## src/rtl/fbpa_pkg.sv

```systemverilog
// Shared types, widths and helper functions for the block pool allocator.
// No dependencies; imported by the divider, the allocator core and the checker.
`default_nettype none

package fbpa_pkg;

	localparam int MAX_BLOCKS  = 1024;
	localparam int IDX_W       = $clog2(MAX_BLOCKS);
	localparam int CNT_W       = $clog2(MAX_BLOCKS + 1);
	localparam int LINK_W      = IDX_W + 1;

	localparam int ADDR_W      = 32;
	localparam int CFG_WORDS_W = 15;
	localparam int CFG_COUNT_W = 11;
	localparam int CFG_IDX_W   = 2;
	localparam int CFG_DATA_W  = 32;

	// block size in bytes: up to four times the largest word count
	localparam int BYTES_W     = CFG_WORDS_W + 2;
	localparam int REGION_W    = BYTES_W + CNT_W;
	localparam int DIV_CNT_W   = $clog2(REGION_W + 1);

	typedef enum logic [CFG_IDX_W-1:0] {
		CFG_BASE  = 2'd0,
		CFG_WORDS = 2'd1,
		CFG_COUNT = 2'd2
	} cfg_reg_t;

	typedef enum logic {
		OP_ALLOC = 1'b0,
		OP_FREE  = 1'b1
	} opcode_t;

	typedef enum logic [1:0] {
		ST_OK        = 2'd0,
		ST_EMPTY     = 2'd1,
		ST_RANGE     = 2'd2,
		ST_MISALIGN  = 2'd3
	} status_t;

	typedef enum logic [2:0] {
		S_IDLE,
		S_DECODE,
		S_POP,
		S_ADDR,
		S_RANGE,
		S_DIV,
		S_DONE
	} state_t;

	typedef struct packed {
		logic                done;
		logic [REGION_W-1:0] quotient;
		logic [BYTES_W-1:0]  remainder;
	} div_res_t;

	// zero words behave as one word
	function automatic logic [BYTES_W-1:0] block_bytes_f(input logic [CFG_WORDS_W-1:0] w);
		logic [CFG_WORDS_W-1:0] ww;
		ww = (w == '0) ? CFG_WORDS_W'(1) : w;
		return {ww, 2'b00};
	endfunction

	// clamp the configured count to the pool capacity
	function automatic logic [CNT_W-1:0] eff_count_f(input logic [CFG_COUNT_W-1:0] c);
		logic [31:0] cw;
		cw = 32'(c);
		return (cw > 32'(MAX_BLOCKS)) ? CNT_W'(MAX_BLOCKS) : CNT_W'(cw);
	endfunction

endpackage

`default_nettype wire

```

## src/rtl/fbpa_divider.sv

```systemverilog
// Restoring divider, one quotient bit per cycle, for the free-path offset.
// Depends on fbpa_pkg for widths and the result struct.
`default_nettype none

module fbpa_divider import fbpa_pkg::*; (
	input  wire logic                clk,
	input  wire logic                arst_n,
	input  wire logic                start,
	input  wire logic [REGION_W-1:0] dividend,
	input  wire logic [BYTES_W-1:0]  divisor,
	output      div_res_t            res
);

	logic                 busy_q;
	logic                 done_q;
	logic [DIV_CNT_W-1:0] cnt_q;
	logic [BYTES_W-1:0]   rem_q;
	logic [REGION_W-1:0]  quo_q;
	logic [BYTES_W-1:0]   dsr_q;

	logic [BYTES_W:0]     shifted;
	logic [BYTES_W+1:0]   diff;
	logic                 fits;

	always_comb begin
		shifted = {rem_q, quo_q[REGION_W-1]};
		diff    = {1'b0, shifted} - {2'b00, dsr_q};
		fits    = !diff[BYTES_W+1];
	end

	always_ff @(posedge clk or negedge arst_n) begin
		if (!arst_n) begin
			busy_q <= 1'b0;
			done_q <= 1'b0;
			cnt_q  <= '0;
		end else begin
			done_q <= !start && busy_q && (cnt_q == DIV_CNT_W'(1));
			if (start) begin
				busy_q <= 1'b1;
				cnt_q  <= DIV_CNT_W'(REGION_W);
			end else if (busy_q) begin
				cnt_q <= cnt_q - 1'b1;
				if (cnt_q == DIV_CNT_W'(1)) begin
					busy_q <= 1'b0;
				end
			end
		end
	end

	always_ff @(posedge clk) begin
		if (start) begin
			rem_q <= '0;
			quo_q <= dividend;
			dsr_q <= divisor;
		end else if (busy_q) begin
			// shift the next dividend bit in, subtract when it fits
			rem_q <= fits ? diff[BYTES_W-1:0] : shifted[BYTES_W-1:0];
			quo_q <= {quo_q[REGION_W-2:0], fits};
		end
	end

	assign res.done      = done_q;
	assign res.quotient  = quo_q;
	assign res.remainder = rem_q;

endmodule

`default_nettype wire

```

## config.mk

```make
export PLATFORM = sky130hd
export DESIGN_NAME = fbpa_divider
export DESIGN_NICKNAME = d
export VERILOG_FILES = /design/src/rtl/fbpa_pkg.sv /design/src/rtl/fbpa_divider.sv
export SDC_FILE = /design/constraint.sdc
export NUM_CORES = 1
export LEC_CHECK = 0
export BUFFER_PORTS_ARGS = -buffer_cell sky130_fd_sc_hd__buf_2
export CAP_MARGIN = 20
export CORE_ASPECT_RATIO = 1.1
export CORE_UTILIZATION = 35
export CTS_CLUSTER_DIAMETER = 200
export DETAILED_ROUTE_END_ITERATION = 6
export PLACE_DENSITY = 0.62
export SLEW_MARGIN = 20
export SYNTH_ARGS = -nofsm -noshare
export SYNTH_HDL_FRONTEND = slang
export SYNTH_SLANG_ARGS = --single-unit
```

## constraint.sdc

```tcl
create_clock -name clk -period 4.24 [get_ports clk]
set_clock_uncertainty 0.15 [all_clocks]
set_input_delay 0.424 -clock clk [delete_from_list [all_inputs] [get_ports clk]]
set_output_delay 0.424 -clock clk [all_outputs]
set_load 0.01 [all_outputs]
```

==> metrics <==
root buf cell=clkbuf_8; WP data arrival=approximately 3.3 ns; clock slew at reported path FFs=approximately 0.07 ns; critical path startpoint category=flip-flop; # resized after CTS=0; Mapped Nets=391; R2R depth=10; number of max-cap violations=0; Post-Syn Area per Cell=approximately 11 um2; Via Count=around 2800; Synth Area in Compound Gates=14.29%; first-pass GRT wire length=approximately 13000 um; clk sinks=69; EDFF count, synth=45; Async SR Flop Fraction=between 10% and 20%; vias in the first global route=2709; vias per cell=between 4 and 5; multiplexer share of the synthesized area=between 10% and 20%; gpl congestion=~0.90; Worst path slowest cell=or2_1; Area Overhead vs Synth=21.82%; worst reg2reg path endpoint=quo_q[0]$_DFFE_PP_; max_slew headroom=slightly above 50%; CTS tree=yes; WL final=between 8000 and 9000 um; synthesized flop and latch total=69; initial antenna violation count=1; top cell type's share of synthesized area=roughly 37%; Core Region=10030 um2; cell taking the most area after synthesis=edfxtp_1; final hold viol count=0; IO buf count=93; fmax=between 0.3 and 0.4 GHz; Final Total Pwr=around 2.4 mW; Cells on Worst Hold Path=1; Post-route DRC=0; IO Count=94; Inserted Clock Buffers=9; Starting DRT DRC Count=162; Hold WC Path Type=input pin to flip-flop; CTS Buffer Depth=2; post-route minimum period=between 3 and 4 ns; hpwl dp=5855 um; Synth Area in XOR/XNOR=about 3.6%; Max Slew Vio Count=0; Layout Utilization=roughly 45%; largest net degree at the start of global routing=63; FF-to-FF setup slack=0.93 ns; leakage=between 1.5 and 2 nW; grt total ovfl=0; Pwr Density=540.9 nW/um2; share of layout cells above drive strength 1=34.43%; DIE WIDTH=99.63 um; post-synth cell types=52; Min-Delay Endpoint=dsr_q[4]$_DFFE_PP_; status=completed; measured slew at the worst slew-check pin=0.7400 ns; CP endpoint kind=flip-flop; Post-Syn Instances=roughly 320; CP Max Fanout=13; WS Path Type=flip-flop to flip-flop; Hold Path Origin=divisor[4]; TNS Setup=0 ns; synth warn=0; reg-to-reg critical path startpoint=quo_q[27]$_DFFE_PP_; largest family of logic cells by synthesized area=compound AO/OA/AOI/OAI gates; mapped cell area=3670 um2; required time worst endpoint=~4.2 ns; Nets=between 400 and 500; initial core utilization=between 30% and 40%; Post-Synth Adder-Cell Area=~7.0%; ANT nets after route=0; gr usage total=between 10% and 20%; Area contributors post-synth=edfxtp_1 (37%), dfxtp_1 (9.3%), mux2_2 (8.6%); Die H=approximately 110 um; RSZ-0062 raised after global routing=no; Antenna diodes=0; post-synthesis sequential area ratio=50.87%; top_reg_cell synth=edfxtp_1; H-tree levels=3; final setup vio count=0; Top cell by count, worst path=inv_1; total die area=between 10000 and 15000 um2; Row Count=38; simple-gate share of the synthesized area=under 10%; crit path cell chain=inv_1, ha_1, inv_1, fa_1, a211oi_2, nor4_2, nor3_2, a31oi_4, or2_1, mux2_2; Final Cycle Share=just under 80%; Worst path max stage delay=approximately 0.50 ns; worst-skew pair later-pin latency=~0.35 ns; DR pass1 iterations=4; WL/cell=14.22 um; Max VDD drop=roughly 220 uV
[worst max path at each step]
stage	start	to	slack, ns
5_1_grt	quo_q[27]$_DFFE_PP_	quo_q[0]$_DFFE_PP_	0.70
4_1_cts	quo_q[27]$_DFFE_PP_	quo_q[0]$_DFFE_PP_	0.89
6_report	quo_q[27]$_DFFE_PP_	quo_q[0]$_DFFE_PP_	0.93
3_3_place_gp	quo_q[27]$_DFFE_PP_	quo_q[0]$_DFFE_PP_	0.96
3_5_place_dp	quo_q[27]$_DFFE_PP_	quo_q[0]$_DFFE_PP_	0.90
2_1_floorplan	quo_q[27]$_DFFE_PP_	quo_q[0]$_DFFE_PP_	1.15
[sequential cells by signal, summed over array words and instances, names as in the netlist]
signal	count
rem_q	17
cnt_q	5
quo_q	28
dsr_q	17
done_q	1
busy_q	1
[power breakdown]
group,internal [mW],switching [mW],leakage [nW]
sequential,0.842,0.104,0.679
clock,0.269,0.247,0.0947
combinational,0.421,0.535,1.18
[critical path, delay by kind of cell, from the launching register on]
family                     cells  cell delay [ns]
buffers and inverters          2             0.14
DFF                            1             0.42
and+or+nand+nor                3             0.98
adders and majority gates      2             0.58
muxes                          1             0.37
AOI/OAI and AO/OA              2             0.44
[Yosys cell counts (2+ instances only)]
library cell	n
mux2_2	28
o22ai_1	2
dfxtp_1	17
nand3_1	2
a31oi_1	4
a311oi_1	3
edfxtp_1	45
xnor2_1	9
o21a_1	5
a211oi_1	6
o21ai_0	20
nor2b_1	2
clkbuf_1	9
a21o_1	6
dfrtp_1	7
nor3_1	5
a32oi_1	3
mux2i_1	7
inv_1	25
nand2_1	19
a21oi_1	16
or3_1	2
xor2_1	6
nor2_1	22
nand2b_1	6
o31ai_1	3
ha_1	19
[per-layer routing]
| metal | GRT usage [%] | share of wire (%) |
|---|---|---|
| met1 | 18.85 | 45 |
| met2 | 23.81 | 44 |
| met3 | 5.594 | 8.0 |
| met4 | 9.769 | 3.0 |
| met5 | 0 | 0.12 |
[logic make-up after synthesis]
| logic type | count (synthesis) |
|---|---|
| AO/OA/AOI/OAI | 78 |
| buffers and inverters | 38 |
| adder cells (fa/ha/maj) | 20 |
| XOR/XNOR | 15 |
| multiplexers | 35 |
| AND/OR/NAND/NOR | 68 |
| flip-flops | 69 |
[metrics by stage]
stage,std cells,worst slack [ns],hold WS [ns],area (um2)
final,564,0.9293,0.09192,4471
after global routing,564,0.7040,0.07456,4471
after CTS,563,0.8874,0.07204,4456
after detailed placement,546,0.9017,0.1242,4262
after global placement,546,0.9551,0.1196,4262
after floorplan,323,1.148,-0.02159,3670
[cell usage in the layout (no fill, tap or decap), drive strengths merged, types with 3 or more instances in the layout]
cell type | synthesis | routed
a211oi | 7 | 7
a21o | 6 | 6
a21oi | 17 | 17
a311oi | 3 | 3
a31oi | 5 | 5
a32oi | 3 | 3
buf | 4 | 97
clkbuf | 9 | 11
clkinv | 0 | 4
dfrtp | 7 | 7
dfxtp | 17 | 17
edfxtp | 45 | 45
ha | 19 | 19
inv | 25 | 25
mux2 | 28 | 28
mux2i | 7 | 7
nand2 | 19 | 19
nand2b | 6 | 6
nand3 | 3 | 3
nor2 | 23 | 23
nor3 | 6 | 6
o21a | 5 | 5
o21ai | 20 | 20
o31ai | 3 | 3
xnor2 | 9 | 9
xor2 | 6 | 6
[what timing repair did]
item                                    in CTS  in global routing
hold buffers                                 1                  0
endpoints found under the setup margin       0                  0
buffers inserted                             0                  0
hold endpoints to repair                     7                  0
[layout make-up]
type / instances / area, um2
well taps: 140 / 175.2
repair buffers: 98 / 513.0
clock buffers: 11 / 131.4
inverters: 25 / 93.84
multi-input cells: 216 / 1638
flip-flops and latches: 69 / 1867
fillers: 972 / 5562
clock inverters: 5 / 52.55
Power figures use the tool's default switching activity.
